File: src/sv/rgb_led_pulse_width_encoder_defines.svh
// assertion macros for the rgb led pulse width encoder
// needs clk and rst_n in the scope of every use
`ifndef RGB_LED_PULSE_WIDTH_ENCODER_DEFINES_SVH
`define RGB_LED_PULSE_WIDTH_ENCODER_DEFINES_SVH

// same-cycle implication, held off during reset
`define RLPWE_ASSERT_NOW(label, ante, cons, msg) \
  label: assert property (@(posedge clk) disable iff (!rst_n) (ante) |-> (cons)) \
    else $error(msg);

// next-cycle implication, held off during reset
`define RLPWE_ASSERT_NEXT(label, ante, cons, msg) \
  label: assert property (@(posedge clk) disable iff (!rst_n) (ante) |=> (cons)) \
    else $error(msg);

`endif

File: src/sv/rlpwe_pkg.sv
// constants, register indexes and tangent table for the rgb led encoder
// no dependencies
package rlpwe_pkg;

  localparam int BITS_PER_LED = 24;
  localparam int CNT_W        = $clog2(BITS_PER_LED + 1);
  localparam int BYTE_W       = 8;
  localparam int BRIGHT_W     = 6;
  localparam int TAN_W        = 17;
  localparam int MAX_BRIGHT   = 45;

  localparam logic              RST_DIM_EN    = 1'b1;
  localparam logic [BRIGHT_W-1:0] RST_BRIGHT  = BRIGHT_W'(MAX_BRIGHT);
  localparam logic [BYTE_W-1:0] RST_DUTY_ONE  = 8'd60;
  localparam logic [BYTE_W-1:0] RST_DUTY_ZERO = 8'd30;

  typedef enum logic [1:0] {
    REG_DIM_EN    = 2'd0,
    REG_BRIGHT    = 2'd1,
    REG_DUTY_ONE  = 2'd2,
    REG_DUTY_ZERO = 2'd3
  } reg_idx_t;

  // round(tan(k deg) * 2^16), unsigned q1.16
  localparam logic [TAN_W-1:0] TAN_Q16 [0:MAX_BRIGHT] = '{
    17'd0,     17'd1144,  17'd2289,  17'd3435,  17'd4583,  17'd5734,  17'd6888,
    17'd8047,  17'd9210,  17'd10380, 17'd11556, 17'd12739, 17'd13930, 17'd15130,
    17'd16340, 17'd17560, 17'd18792, 17'd20036, 17'd21294, 17'd22566, 17'd23853,
    17'd25157, 17'd26478, 17'd27818, 17'd29179, 17'd30560, 17'd31964, 17'd33392,
    17'd34846, 17'd36327, 17'd37837, 17'd39378, 17'd40951, 17'd42560, 17'd44205,
    17'd45889, 17'd47615, 17'd49385, 17'd51202, 17'd53070, 17'd54991, 17'd56970,
    17'd59009, 17'd61113, 17'd63287, 17'd65536
  };

endpackage

File: src/sv/rgb_led_pulse_width_encoder.sv
// rgb led pulse width encoder: colour in, one timer compare value per bit out
// depends on rlpwe_pkg and rgb_led_pulse_width_encoder_defines.svh
//
// usage
//   in_*   : one item per led (red, green, blue, final_led), valid/ready
//   out_*  : one item per bit slot (compare_value, run_end), valid/ready
//   cfg_*  : plain write port, index 0 dimming enable, 1 brightness (0..45,
//            bits 5:0 used, 46..63 saturate), 2 duty for a one bit, 3 duty for a zero
//   each led gives 24 slots, blue:red:green msb first; a led flagged
//   final_led adds one slot with compare value 0. run_end marks the last
//   slot of every led
// path: the first slot of an item passes the input register, the shifter, then the output register
// throughput: the single bit shifter sends one slot per cycle while the receiver
//   does not stall; the input register takes the next led while the current
//   one is still being shifted out
// reset (synchronous, rst_n low): all stages empty, registers back to
//   dimming on, brightness 45, duties 60 and 30
// receiver stall: the output register holds its slot, the shifter and then
//   the input register stop, and in_ready drops once the input stage is full
`include "rgb_led_pulse_width_encoder_defines.svh"

module rgb_led_pulse_width_encoder
  import rlpwe_pkg::*;
(
  input  logic              clk,
  input  logic              rst_n,
  // config port
  input  logic              cfg_we,
  input  logic [1:0]        cfg_index,
  input  logic [BYTE_W-1:0] cfg_data,
  // led colour items
  input  logic              in_valid,
  output logic              in_ready,
  input  logic [BYTE_W-1:0] in_red,
  input  logic [BYTE_W-1:0] in_green,
  input  logic [BYTE_W-1:0] in_blue,
  input  logic              in_final_led,
  // bit slot items
  output logic              out_valid,
  input  logic              out_ready,
  output logic [BYTE_W-1:0] out_compare_value,
  output logic              out_run_end
);

  // configuration registers
  logic                dim_en_r;
  logic [BRIGHT_W-1:0] bright_r;
  logic [BYTE_W-1:0]   duty_one_r;
  logic [BYTE_W-1:0]   duty_zero_r;
  logic [BRIGHT_W-1:0] bright_nxt;

  // input stage
  logic              valid_a_r;
  logic [BYTE_W-1:0] red_a_r, green_a_r, blue_a_r;
  logic              final_a_r;

  // shifter stage
  logic                    busy_b_r;
  logic [BITS_PER_LED-1:0] word_r;
  logic [CNT_W-1:0]        cnt_r;
  logic                    final_b_r;

  // output register
  logic              out_valid_r;
  logic [BYTE_W-1:0] out_cmp_r;
  logic              out_end_r;

  logic                    out_adv, step, last_slot, b_done, load_b;
  logic [BITS_PER_LED-1:0] word_nxt;
  logic [BYTE_W-1:0]       cmp_nxt;
  logic                    end_nxt;

  // brightness writes of 46..63 saturate; only bits 5:0 of cfg_data are used
  assign bright_nxt = (cfg_data[BRIGHT_W-1:0] > BRIGHT_W'(MAX_BRIGHT)) ?
                      BRIGHT_W'(MAX_BRIGHT) : cfg_data[BRIGHT_W-1:0];

  always_ff @(posedge clk) begin
    if (!rst_n) begin
      dim_en_r    <= RST_DIM_EN;
      bright_r    <= RST_BRIGHT;
      duty_one_r  <= RST_DUTY_ONE;
      duty_zero_r <= RST_DUTY_ZERO;
    end else if (cfg_we) begin
      case (reg_idx_t'(cfg_index))
        REG_DIM_EN:    dim_en_r    <= cfg_data[0];
        REG_BRIGHT:    bright_r    <= bright_nxt;
        REG_DUTY_ONE:  duty_one_r  <= cfg_data;
        REG_DUTY_ZERO: duty_zero_r <= cfg_data;
        default: ;
      endcase
    end
  end

  // colour shading: clear bit 0, optionally scale by tan and floor, clear bit 0
  function automatic logic [BYTE_W-1:0] shade(input logic [BYTE_W-1:0] raw,
                                              input logic                en,
                                              input logic [TAN_W-1:0]    tanv);
    logic [BYTE_W-1:0]       v;
    logic [BYTE_W+TAN_W-1:0] prod;
    v    = raw & 8'hFE;
    prod = (BYTE_W+TAN_W)'(v) * (BYTE_W+TAN_W)'(tanv);
    if (en) begin
      v = prod[BYTE_W+15:16] & 8'hFE;
    end
    return v;
  endfunction

  logic [TAN_W-1:0] tan_sel;
  assign tan_sel  = TAN_Q16[bright_r];
  assign word_nxt = {shade(blue_a_r,  dim_en_r, tan_sel),
                     shade(red_a_r,   dim_en_r, tan_sel),
                     shade(green_a_r, dim_en_r, tan_sel)};

  // slot sequencing: slots 0..23 are colour bits, slot 24 the zero slot
  assign out_adv   = !out_valid_r || out_ready;
  assign step      = busy_b_r && out_adv;
  assign last_slot = (cnt_r == CNT_W'(BITS_PER_LED)) ||
                     ((cnt_r == CNT_W'(BITS_PER_LED - 1)) && !final_b_r);
  assign b_done    = step && last_slot;
  assign load_b    = valid_a_r && (!busy_b_r || b_done);
  assign in_ready  = !valid_a_r || load_b;

  assign cmp_nxt = (cnt_r == CNT_W'(BITS_PER_LED)) ? '0 :
                   (word_r[BITS_PER_LED-1] ? duty_one_r : duty_zero_r);
  assign end_nxt = last_slot;

  always_ff @(posedge clk) begin
    if (!rst_n) begin
      valid_a_r <= 1'b0;
    end else if (in_valid && in_ready) begin
      valid_a_r <= 1'b1;
    end else if (load_b) begin
      valid_a_r <= 1'b0;
    end
  end

  always_ff @(posedge clk) begin
    if (in_valid && in_ready) begin
      red_a_r   <= in_red;
      green_a_r <= in_green;
      blue_a_r  <= in_blue;
      final_a_r <= in_final_led;
    end
  end

  always_ff @(posedge clk) begin
    if (!rst_n) begin
      busy_b_r <= 1'b0;
      cnt_r    <= '0;
    end else if (load_b) begin
      busy_b_r <= 1'b1;
      cnt_r    <= '0;
    end else if (b_done) begin
      busy_b_r <= 1'b0;
    end else if (step) begin
      cnt_r <= cnt_r + CNT_W'(1);
    end
  end

  always_ff @(posedge clk) begin
    if (load_b) begin
      word_r    <= word_nxt;
      final_b_r <= final_a_r;
    end else if (step) begin
      word_r <= {word_r[BITS_PER_LED-2:0], 1'b0};
    end
  end

  // output register, decouples the shifter from the receiver
  always_ff @(posedge clk) begin
    if (!rst_n) begin
      out_valid_r <= 1'b0;
    end else if (out_adv) begin
      out_valid_r <= busy_b_r;
    end
  end

  always_ff @(posedge clk) begin
    if (step) begin
      out_cmp_r <= cmp_nxt;
      out_end_r <= end_nxt;
    end
  end

  assign out_valid         = out_valid_r;
  assign out_compare_value = out_cmp_r;
  assign out_run_end       = out_end_r;

  `RLPWE_ASSERT_NOW(a_cnt_range, busy_b_r, cnt_r <= CNT_W'(BITS_PER_LED),
                    "slot counter beyond the zero slot")
  `RLPWE_ASSERT_NEXT(a_done_marks_end, b_done, out_valid_r && out_end_r,
                     "last slot of an item sent without run_end")
  `RLPWE_ASSERT_NEXT(a_load_restarts, load_b, busy_b_r && (cnt_r == '0),
                     "shifter did not restart on a new item")
  `RLPWE_ASSERT_NEXT(a_hold_input, valid_a_r && !load_b,
                     valid_a_r && $stable(red_a_r) && $stable(final_a_r),
                     "waiting input item was overwritten")

endmodule

File: config.mk
export PLATFORM = sky130hd
export DESIGN_NAME = rgb_led_pulse_width_encoder
export DESIGN_NICKNAME = d
export VERILOG_FILES = /design/src/sv/rlpwe_pkg.sv /design/src/sv/rgb_led_pulse_width_encoder.sv
export VERILOG_INCLUDE_DIRS = /design/src /design/src/sv
export SDC_FILE = /design/constraint.sdc
export NUM_CORES = 1
export LEC_CHECK = 0
export ABC_CLOCK_PERIOD_IN_PS = 6000
export CORE_MARGIN = 2
export CORE_UTILIZATION = 40
export CTS_BUF_LIST = sky130_fd_sc_hd__clkbuf_2 sky130_fd_sc_hd__clkbuf_4 sky130_fd_sc_hd__clkbuf_8
export CTS_CLUSTER_DIAMETER = 30
export CTS_CLUSTER_SIZE = 30
export DETAILED_ROUTE_END_ITERATION = 8
export DONT_BUFFER_PORTS = 1
export HOLD_SLACK_MARGIN = 0.05
export PLACE_DENSITY_LB_ADDON = 0.05
export SLEW_MARGIN = 20
export SYNTH_ARGS = -nofsm -noshare
export SYNTH_HDL_FRONTEND = slang
export SYNTH_SLANG_ARGS = --single-unit
File: constraint.sdc
create_clock -name clk -period 6 [get_ports clk]
set_clock_uncertainty 0.05 [all_clocks]
set_input_delay 0.3 -clock clk [delete_from_list [all_inputs] [get_ports clk]]
set_output_delay 0.3 -clock clk [all_outputs]
set_load 0.03 [all_outputs]
# Word-level counts from Yosys, hierarchy flattened
# Memory sizes are Yosys's and may differ from the RTL's.
# Index checks and enable logic that the tools add are counted.
# classes
add_sub_neg	1
mul	3
magnitude_cmp	2
n_eq_ne	5
muxes	13
bitwise	3
reduce_logical	23
# op_table
operator	n
$mul 7x17->23	3
$mux 24	2
$mux 17	2
$mux 8	4
$eq 5x5->1 const B	2
$reduce_and 2->1	5
$ge 7x7->1 const B	1
$not 6->7	1
$gt 6x6->1 const B	1
$mux 6	1
$reduce_bool 2->1	3
$add 5x1->5 const B	1
$logic_and 1x1->1	5
$eq 2x2->1 const B	2
$logic_not 1->1	4
$logic_or 1x1->1	4
$mux 1	4
$eq 2x1->1 const B	1
$logic_not 2->1	1
$not 1->1	2
$reduce_or 2->1	1
# word_totals
register_bits	90
romBits	1088
inputBits	40
word_cells	67
memories	1
# mem_list
memory	words	word_bits	rd	rd_ports_with_merged_regs	write_ports	line	rtl
(no name shown)	64	17	1	0	0	rgb_led_pulse_width_encoder.sv:109	assign tan_sel = TAN_Q16[bright_r];

# Longest topological paths before layout
# Gate-level depths: netlist of the first run.
# depth
depth_word	9
mapped_depth	29

# Worst setup path after synthesis of the first run
# Ideal clock, no wire load.
# synth_path
path_type	reg2reg
startpoint	register bright_r[0]
endpoint	register word_r[15], data pin
arrival_time_ns	6.270
required_ns	5.691
slack_ns	-0.579
path_stages_with_launch	28
n_path_buf	2
synth_period_minus_slack_ns	6.579
path_cell_list	dfxtp_1 -> clkbuf_1 -> inv_1 -> ha_1 -> and2_1 -> a21oi_1 -> o21ai_0 -> a21oi_1 -> nor2_1 -> nor2_1 -> clkbuf_1 -> nor2b_1 -> fa_1 -> fa_1 -> fa_1 -> inv_1 -> fa_1 -> inv_1 -> ha_1 -> a21oi_1 -> o21ai_0 -> a221oi_1 -> and2_1 -> a31oi_4 -> a221oi_4 -> o2111ai_2 -> xnor2_1 -> o21ai_1
# synth_via
elab_chain_len	7
# synth_rtl
element	line	rtl
start, declared	rgb_led_pulse_width_encoder.sv:47	logic [BRIGHT_W-1:0] bright_r;
start signal, assigned	rgb_led_pulse_width_encoder.sv:86	REG_BRIGHT: bright_r <= bright_nxt;
$not 6->7 (not written as such)	rgb_led_pulse_width_encoder.sv:109	
$mem_v2 64x17	-	
$mux 17 (not written as such) (2 in a row)	rgb_led_pulse_width_encoder.sv:109	
$mul 7x17->23	rgb_led_pulse_width_encoder.sv:101	prod = (BYTE_W+TAN_W)'(v) * (BYTE_W+TAN_W)'(tanv);
$mux 8	rgb_led_pulse_width_encoder.sv:102	if (en) begin
$mux 24	rgb_led_pulse_width_encoder.sv:161	if (load_b) begin
end signal, assigned	rgb_led_pulse_width_encoder.sv:162	word_r <= word_nxt;
end signal, assigned	rgb_led_pulse_width_encoder.sv:165	word_r <= {word_r[BITS_PER_LED-2:0], 1'b0};
end, declared	rgb_led_pulse_width_encoder.sv:59	logic [BITS_PER_LED-1:0] word_r;
# No other way between the ends. The select of a mux whose other input is x is not followed.
# A chain may end at the register's enable or synchronous reset.

# Worst setup path after layout of the first run
# layout_path
startpoint	register bright_r[0]
endpoint	register word_r[4], data pin
# The elaborated chain is that of the path after synthesis.

==> results.txt, run 1 <==
pre-CTS setup slack: -0.453 ns
All-Layer GR Usage: 21.0%
Std-Cell Rows: 70
Peak VDD IR: 0.000182 V
CTS tree: built
Post-Layout Cell Count: 2261
number of remaining DRC errors: 0
PwrDens: 184 nW/um^2
Crit Path Class: flop to flop
core box area: 36300 um^2
Finished Cell Area: 17900 um^2
Final min period: 6.29 ns
most frequent cell on the critical path: fa_1
cell with the most instances after synthesis: inv_1
vias per cell: 5.02
IO Pins: 51
Die ar.: 38100 um^2
worst-path maximum fanout: 8
Post-synth EDFFs: 55
Synth Cell Area: 14600 um^2
fillers: 3532
fin util: 49.1%
remaining antenna violation count after routing: 0
fin crit share: 105%
largest net degree at the start of global routing: 47
f_max: 0.159 GHz
Setup TNS: -3.62 ns
Crit path arrival time: 6.35 ns
Reg clk slew, reported paths: 0.09 ns
most area-hungry cell type in the Yosys netlist: fa_1
Area after DPL: 16500 um^2
Synth cell types: 71
failing checks: setup timing
commonest cells in the netlist: inv_1, fa_1, and2_1
share of layout cells above drive strength 1: 20.1%
mux share of post-synthesis cell area: 1.78%
Main synth FF type: edfxtp_1
slowest stage delay, CP: 0.55 ns
status: finished, violations left
Setup crit end kind: flop
clock sink count: 86
Synth top area share: 29.6%
Synth area leaders: fa_1, edfxtp_1, ha_1
post-DP HPWL: 29100 um
max-cap violation count: 0
number of diodes: 0
Syn Inst Count: 1644
WHS: 0.0679 ns
area delta synth->final: 22.0%
H-tree depth: 3
Final Max Tran Viols: 0
RSZ-0062 raised after global routing: true
Root Driver: clkbuf_8
Seq cells post-synth: 86
total CTS buffers: 9
adder-cell share of the synthesized area: 40.2%
initial antenna violation count: 0
Worst-Skew Late Latency: 0.36 ns
CTS max path bufs: 2
main combinational cell family by area after synthesis: adder cells
Max-slew headroom: 32.7%
die height: 195 um
hold crit path type: primary input to flop
IO buf count: 0
XOR/XNOR share of the synthesized area: 2.15%
Worst Max-Slew Pin Slew: 1.01 ns
Vias: 11344
DRT iter0 DRCs: 408
simple-gate share of the synthesized area: 21.5%
Final Hold Fails: 0
FF+latch area: 2280 um^2
vias in the first global route: 12086
Critical Path RT: 6.05 ns
asr flop ratio synth: 0%
DR pass1 iterations: 5
GRT Residual Overflow: 0
Setup Viol. Count Final: 20
first-pass GRT wire length: 63900 um
Net Count, Synth: 2024
dpl cells: 2190
Final Wtd Congestion: 0.851
synthesized area per cell: 8.90 um^2
Leak Pwr: 8.59 nW
slowest CP cell: fa_1
Initial Utilization: 40.3%
Yosys warning total: 0
Nets: 2168
fin worst setup slack: -0.294 ns
compound-gate portion of the synthesized area: 9.82%
area taken by multi-input logic gates: 11800 um^2
total power: 3.28 mW
type of origin of the critical path: flop
sequential-to-total area share from yosys stat: 15.5%
WL final: 38700 um
die width: 195 um
R2R setup slack: -0.29 ns
WL per Instance: 17.1 um
-- layout by cell type, fill, tap and decap left out, types with 18 or more instances in the layout --
master         Yosys  layout
fa_1             216     206
inv_1            247     239
nand2_1          188     182
nor2b_1           58      51
nand3_1           27      25
a21oi_1           52      34
dlygate4sd3_1      0      32
nand2b_1          19      18
and2_1           200     184
ha_1             124     101
edfxtp_1          55      55
o21ai_1            9      26
buf_4              3     160
xnor2_1           24      21
dfxtp_1           31      28
mux2i_1           26      26
o21ai_0           50      26
buf_12             0      22
nor2_1            59      53
-- power breakdown --
| part | total [mW] | switching [mW] | internal [mW] |
|---|---|---|---|
| Sequential | 0.758 | 0.0684 | 0.689 |
| Combinational | 2.15 | 1.14 | 1.01 |
| Clock | 0.377 | 0.217 | 0.161 |
-- worst paths after layout --
kind,start,to,cells after the start
hold reg to reg,final_a_r$_DFFE_PP_,final_b_r$_DFFE_PP_,0
setup reg to reg,bright_r[0]$_SDFFE_PN1P_,word_r[4]$_DFFE_PP_,25
setup / recovery,bright_r[0]$_SDFFE_PN1P_,word_r[4]$_DFFE_PP_,25
hold / removal,cfg_data[0],duty_zero_r[0]$_SDFFE_PN0P_,2
-- critical path: cells and delay by family (launching register included) --
family          cells  cell delay (ns)
simple gates        5             0.98
buf+inv             5             0.63
fa+ha+maj           6             2.49
xor+xnor            1             0.13
compound gates      7             1.23
mux                 1             0.16
flops               1             0.37
-- cells by family after synthesis --
kind of cell | Yosys count
xor+xnor | 36
flops | 86
mux | 26
buf+inv | 340
compound gates | 214
simple gates | 601
fa+ha+maj | 341
-- registers in the layout (all words and copies together), names as in the netlist, 5 cells and up --
register           cells
duty_zero_r            8
red_a_r                7
green_a_r              7
bright_r               6
cnt_r                  5
word_r                23
blue_a_r               7
out_compare_value      8
duty_one_r             8
-- layer usage --
| metal | share of wire, % | up-vias | track usage, % | wire [um] |
|---|---|---|---|---|
| li1 | - | 5507 | - | - |
| met1 | 49 | 5637 | 30.3 | 19000 |
| met2 | 47 | 178 | 34.9 | 18100 |
| met3 | 2.9 | 22 | 1.61 | 1110 |
| met4 | 1.2 | 0 | 3.73 | 464 |
| met5 | 0 | - | 0 | 0 |
-- layout make-up --
type                       instances  share of cell area (%)
sequential                        86                    12.8
clock inverter                     5                   0.196
timing repair buffer             225                    11.9
clock buffer                      11                   0.778
tap                              468                    3.28
inverter                         248                    5.26
multi-input combinational       1218                    65.9
-- repair_timing --
item	CTS	global route
gates cloned	0	2
setup endpoints to repair	21	21
pin swaps	6	32
setup buffers	5	17
hold buffers	32	0
gates resized for setup	54	97
hold endpoints to repair	48	0
No activity file was read; power rests on OpenSTA's default activity.
==> run 2: changes to the inputs <==
--- a/config.mk
+++ b/config.mk
@@ -6,6 +6,7 @@
 export SDC_FILE = /design/constraint.sdc
 export NUM_CORES = 1
 export LEC_CHECK = 0
+export ABC_AREA = 1
 export ABC_CLOCK_PERIOD_IN_PS = 6000
 export CORE_MARGIN = 2
 export CORE_UTILIZATION = 40
==> results.txt, run 2 <==
status: finished, final reports clean
adder-cell share of the synthesized area: 39.4%
fillers: 3784
Most flops, register: word_r
vias per cell: 5.18
worst hold path cell count: 2
Final min period: 5.71 ns
type of origin of the critical path: flop
P_int: 1.83 mW
Critical Path RT: 6.12 ns
asr flop ratio synth: 0%
Synth top area share: 29.0%
most area-hungry cell type in the Yosys netlist: fa_1
Initial Utilization: 40.7%
slowest CP cell: fa_1
most frequent cells in the layout: nand2_1, inv_1, nor2_1
Leak Pwr: 8.84 nW
Synth area leaders: fa_1, edfxtp_1, ha_1
Post-synth EDFFs: 55
sw power: 1.82 mW
total CTS buffers: 9
number of flip-flops in the largest register: 23
Synth cell types: 58
vias in the first global route: 13927
Max-slew headroom: 36.7%
sequential-to-total area share from yosys stat: 15.3%
Worst Hold Launch: rst_n
number of remaining DRC errors: 0
All-Layer GR Usage: 25.3%
GRT Residual Overflow: 0
initial antenna violation count: 0
slowest stage delay, CP: 0.51 ns
die width: 197 um
max-cap violation count: 0
core box area: 36600 um^2
Final Max Tran Viols: 0
Root Driver: clkbuf_8
DRT iter0 DRCs: 806
fin crit share: 95.1%
compound-gate portion of the synthesized area: 10.4%
Clock power frac: 12.3%
Setup Viol. Count Final: 0
mux share of post-synthesis cell area: 0%
Synth Cell Area: 14900 um^2
RSZ-0062 raised after global routing: true
Syn Inst Count: 1962
Crit path arrival time: 5.83 ns
R2R setup slack: 0.29 ns
simple-gate share of the synthesized area: 22.8%
Reg clk slew, reported paths: 0.11 ns
Peak VDD IR: 0.000143 V
WHS: 0.0732 ns
post-DP HPWL: 36800 um
remaining antenna violation count after routing: 0
most frequent cell on the critical path: nand2_1
PwrDens: 211 nW/um^2
area delta synth->final: 15.8%
Hold EP: cnt_r[0]$_SDFFE_PP0P_
Worst-Skew Late Latency: 0.42 ns
Reg-to-Reg End: word_r[12]$_DFFE_PP_
number of diodes: 0
H-tree depth: 3
die height: 197 um
commonest non-fill, non-tap cell in the layout: nand2_1
synthesized area per cell: 7.59 um^2
Setup crit end kind: flop
worst-path maximum fanout: 19
f_max: 0.175 GHz
Crit Path Class: flop to flop
CTS tree: built
commonest cells in the netlist: nand2_1, inv_1, nor2_1
Vias: 13217
WL per Instance: 18.5 um
first-pass GRT wire length: 75300 um
IO buf count: 0
Final Hold Fails: 0
reg2reg path depth: 25
Yosys warning total: 0
Sequential Power Share: 20.3%
switch share: 49.8%
Seq cells post-synth: 86
Worst Max-Slew Pin Slew: 0.943 ns
Gate power share: 67.4%
cell with the most instances after synthesis: nand2_1
Std-Cell Rows: 70
largest net degree at the start of global routing: 38
share of layout cells above drive strength 1: 12.9%
IO Pins: 51
clock sink count: 86
CTS max path bufs: 2
Final Wtd Congestion: 0.885
WL final: 47200 um
Net Count, Synth: 2342
XOR/XNOR share of the synthesized area: 0.999%
DR pass1 iterations: 6
Main synth FF type: edfxtp_1
Nets: 2457
Crit Reg-Reg Startpoint: bright_r[1]$_SDFFE_PN0P_
main combinational cell family by area after synthesis: adder cells
Die ar.: 38800 um^2
Setup TNS: 0 ns
hold crit path type: primary input to flop
## run 2: cell types whose count changed in the layout (fill, tap and decap cells not counted), sizes merged, moves of 12 or more
| cell | delta |
|---|---|
| a21oi | +64 |
| and2 | -201 |
| buf | -59 |
| inv | +105 |
| mux2i | -26 |
| nand2 | +202 |
| nand2b | -20 |
| nand3 | +30 |
| nor2 | +281 |
| nor2b | -58 |
| nor3 | +16 |
| o21ai | +12 |
| xnor2 | -18 |
## run 2: how the worst max path moves through the flow
stage | cells after the start | startpoint | end | slack [ns]
after floorplan | 30 | bright_r[1]$_SDFFE_PN0P_ | word_r[22]$_DFFE_PP_ | 0.27
after global placement | 30 | bright_r[1]$_SDFFE_PN0P_ | word_r[22]$_DFFE_PP_ | 0.02
after detailed placement | 30 | bright_r[1]$_SDFFE_PN0P_ | word_r[22]$_DFFE_PP_ | 0.05
after CTS | 28 | bright_r[1]$_SDFFE_PN0P_ | word_r[21]$_DFFE_PP_ | 0.0006
after global routing | 30 | bright_r[1]$_SDFFE_PN0P_ | word_r[21]$_DFFE_PP_ | -0.05
final | 25 | bright_r[1]$_SDFFE_PN0P_ | word_r[12]$_DFFE_PP_ | 0.29
## run 2: per-stage QoR
stage                     cells  instance area [um^2]  setup slack (ns)  util, %  total power [mW]
after floorplan            1962                 14900             0.271        -              2.32
after global placement     2481                 16200            0.0162     44.1              3.07
after detailed placement   2481                 16200            0.0505     44.1              3.07
after CTS                  2533                 16700          0.000574     45.7              3.57
after global routing       2550                 17200           -0.0496     47.1              4.05
final                      2550                 17200             0.292     47.1              3.65
## run 2: area by class of cell
| cell class | count | area, um^2 | area share [%] |
|---|---|---|---|
| Timing Repair Buffer | 170 | 1570 | 9.13 |
| Tap cell | 468 | 586 | 3.39 |
| Inverter | 355 | 1350 | 7.81 |
| Clock inverter | 7 | 78.8 | 0.457 |
| Clock buffer | 9 | 124 | 0.718 |
| Multi-Input combinational cell | 1455 | 11300 | 65.3 |
| Sequential cell | 86 | 2280 | 13.2 |
## run 2: power by group through the flow
stage               sequential [mW]  combinational (mW)  clock (mW)
global route                  0.747                2.82       0.480
finish                        0.741                2.46       0.447
detailed placement            0.754                2.32           0
global placement              0.754                2.32           0
floorplan                     0.734                1.59           0
CTS                           0.741                2.37       0.465
## run 2: critical path, delay by kind of cell, from the launching register on
family | cells | cell delay (ns)
buffers and inverters | 6 | 0.66
flip-flops | 1 | 0.37
XOR/XNOR | 1 | 0.05
adder cells (fa/ha/maj) | 6 | 2.52
AO/OA/AOI/OAI | 4 | 0.78
AND/OR/NAND/NOR | 8 | 1.02
## run 2: cells by family after synthesis
| kind of cell | after synthesis |
|---|---|
| AO/OA/AOI/OAI | 266 |
| AND/OR/NAND/NOR | 832 |
| adder cells (fa/ha/maj) | 340 |
| buffers and inverters | 421 |
| XOR/XNOR | 17 |
| flip-flops | 86 |
## run 2: per-layer routing
metal | GRT usage [%] | vias up | part of all wire, %
met4 | 6.60 | 0 | 2.3
li1 | - | 6350 | -
met2 | 44.9 | 292 | 49
met5 | 0 | - | 0
met1 | 32.5 | 6515 | 44
met3 | 3.54 | 60 | 4.5
## run 2: timing repair
action                                 4_1_cts  5_1_grt
setup endpoints to repair                    0       20
resized for setup                            0       97
setup buffers                                0       15
endpoints found under the hold margin       47        0
hold buffers                                36        0
==> run 3: changes to the inputs <==
--- a/config.mk
+++ b/config.mk
@@ -10,13 +10,12 @@
 export ABC_CLOCK_PERIOD_IN_PS = 6000
 export CORE_MARGIN = 2
 export CORE_UTILIZATION = 40
-export CTS_BUF_LIST = sky130_fd_sc_hd__clkbuf_2 sky130_fd_sc_hd__clkbuf_4 sky130_fd_sc_hd__clkbuf_8
 export CTS_CLUSTER_DIAMETER = 30
 export CTS_CLUSTER_SIZE = 30
 export DETAILED_ROUTE_END_ITERATION = 8
 export DONT_BUFFER_PORTS = 1
-export HOLD_SLACK_MARGIN = 0.05
 export PLACE_DENSITY_LB_ADDON = 0.05
+export SETUP_SLACK_MARGIN = 0.05
 export SLEW_MARGIN = 20
 export SYNTH_ARGS = -nofsm -noshare
 export SYNTH_HDL_FRONTEND = slang
==> results.txt, run 3 (synthesis results as in run 2) <==
status: finished, final reports clean
Initial Utilization: 40.7%
f_max: 0.173 GHz
Crit Path Class: flop to flop
vias in the first global route: 13868
die height: 197 um
worst-path maximum fanout: 5
dpl cells: 2481
pre-CTS setup slack: 0.0505 ns
Final Wtd Congestion: 0.885
first-pass GRT wire length: 75200 um
Vias: 13313
Std-Cell Rows: 70
Root Driver: clkbuf_16
IO Pins: 51
WL per Instance: 18.9 um
vias per cell: 5.22
Setup TNS: 0 ns
Max-slew headroom: 39.5%
RSZ-0062 raised after global routing: true
share of layout cells above drive strength 1: 16.5%
Setup Viol. Count Final: 0
CTS max path bufs: 2
total CTS buffers: 9
Worst Max-Slew Pin Slew: 0.900 ns
PwrDens: 220 nW/um^2
initial antenna violation count: 0
Post-Layout Cell Count: 2551
number of diodes: 0
DR pass1 iterations: 6
Die ar.: 38800 um^2
Most flops, register: word_r
area delta synth->final: 19.1%
post-DP HPWL: 36800 um
Nets: 2458
GRT Residual Overflow: 0
type of origin of the critical path: flop
IO buf count: 0
Reg clk slew, reported paths: 0.07 ns
fin worst setup slack: 0.222 ns
hold crit path type: primary input to flop
H-tree depth: 3
Leak Pwr: 8.94 nW
remaining antenna violation count after routing: 0
clock sink count: 86
All-Layer GR Usage: 25.3%
fin crit share: 96.3%
DRT iter0 DRCs: 711
Critical Path RT: 6.07 ns
commonest non-fill, non-tap cell in the layout: nand2_1
max-cap violation count: 0
Worst-Skew Late Latency: 0.37 ns
Worst Setup SP: bright_r[1]$_SDFFE_PN0P_
number of remaining DRC errors: 0
Setup crit end kind: flop
Crit path arrival time: 5.85 ns
Peak VDD IR: 0.000153 V
Final min period: 5.78 ns
Worst Hold Launch: cfg_data[3]
CTS tree: built
die width: 197 um
Crit Reg-Reg Startpoint: bright_r[1]$_SDFFE_PN0P_
largest net degree at the start of global routing: 38
core box area: 36600 um^2
Final Hold Fails: 0
WL final: 48200 um
number of flip-flops in the largest register: 23
most frequent cells in the layout: nand2_1, inv_1, nor2_1
Final Max Tran Viols: 0
fillers: 3737
run 3: cell types whose count changed in the layout (fill, tap and decap cells not counted), moves of 10 or more:
cell / before / now
clkbuf_16: 2 / 13
dlygate4sd3_1: 36 / 24
ha_1: 115 / 105
nand2_1: 375 / 361
nand2_2: 11 / 24
nor2_1: 304 / 283
nor2_2: 34 / 47
run 3: layout make-up:
class	count	area, um^2	share of cell area (%)
timing repair inverter	1	7.51	0.0423
inverter	355	1360	7.68
timing repair buffer	170	1620	9.12
tap	468	586	3.30
sequential	86	2280	12.9
clock inverter	7	78.8	0.444
clock buffer	9	225	1.27
multi-input combinational	1455	11600	65.3
run 3: routing by layer:
| layer | GRT usage, % | share of wire, % | vias up |
|---|---|---|---|
| li1 | - | - | 6354 |
| met1 | 32.4 | 43 | 6582 |
| met2 | 44.8 | 49 | 321 |
| met3 | 3.68 | 5.3 | 56 |
| met4 | 6.46 | 2.2 | 0 |
| met5 | 0 | 0 | - |
run 3: repair_timing:
| action | in CTS | in global routing |
|---|---|---|
| setup buffers | 2 | 22 |
| gates cloned | 1 | 5 |
| setup endpoints to repair | 4 | 21 |
| hold buffers | 24 | 0 |
| endpoints found under the hold margin | 35 | 0 |
| pin swaps | 1 | 61 |
| resized for setup | 4 | 194 |
run 3: power by group:
group          leakage, nW  internal (mW)  switching, mW  total (mW)
clock network        0.141          0.295          0.297       0.592
logic                 8.02           1.03           1.55        2.58
registers            0.784          0.694         0.0475       0.741
run 3: metrics by stage:
| step | hold WS, ns | area [um^2] | power, mW | util (%) |
|---|---|---|---|---|
| detailed placement | 0.328 | 16200 | 3.07 | 44.1 |
| global placement | 0.327 | 16200 | 3.07 | 44.1 |
| global route | 0.0115 | 17800 | 4.32 | 48.5 |
| CTS | 0.000766 | 16700 | 3.72 | 45.7 |
| floorplan | 0.349 | 14900 | 2.32 | - |
| finish | 0.0109 | 17800 | 3.91 | 48.5 |
run 3: worst paths after layout:
path | end | slack [ns] | depth (start not counted)
max | word_r[12]$_DFFE_PP_ | 0.22 | 26
min | bright_r[3]$_SDFFE_PN1P_ | 0.01 | 2
max reg2reg | word_r[12]$_DFFE_PP_ | 0.22 | 26
min reg2reg | final_b_r$_DFFE_PP_ | 0.37 | 0
run 3: critical path, cell delays in order, from the launching register on:
cell and delay [ns]:
dfxtp_4 0.37, buf_4 0.16, ha_1 0.20, buf_4 0.16, a21oi_2 0.17, o21ai_1 0.12, o22ai_4 0.26, clkinvlp_4 0.30
nor2_1 0.19, fa_1 0.45, fa_1 0.50, fa_1 0.51, inv_1 0.06, fa_1 0.48, inv_1 0.04, ha_1 0.31
nand2_2 0.10, buf_4 0.16, nor3_2 0.15, nor2_1 0.06, o21ai_1 0.16, a21oi_1 0.06, o21ai_1 0.10, buf_4 0.14
xor2_1 0.05, o21ai_0 0.15, nand2_1 0.07
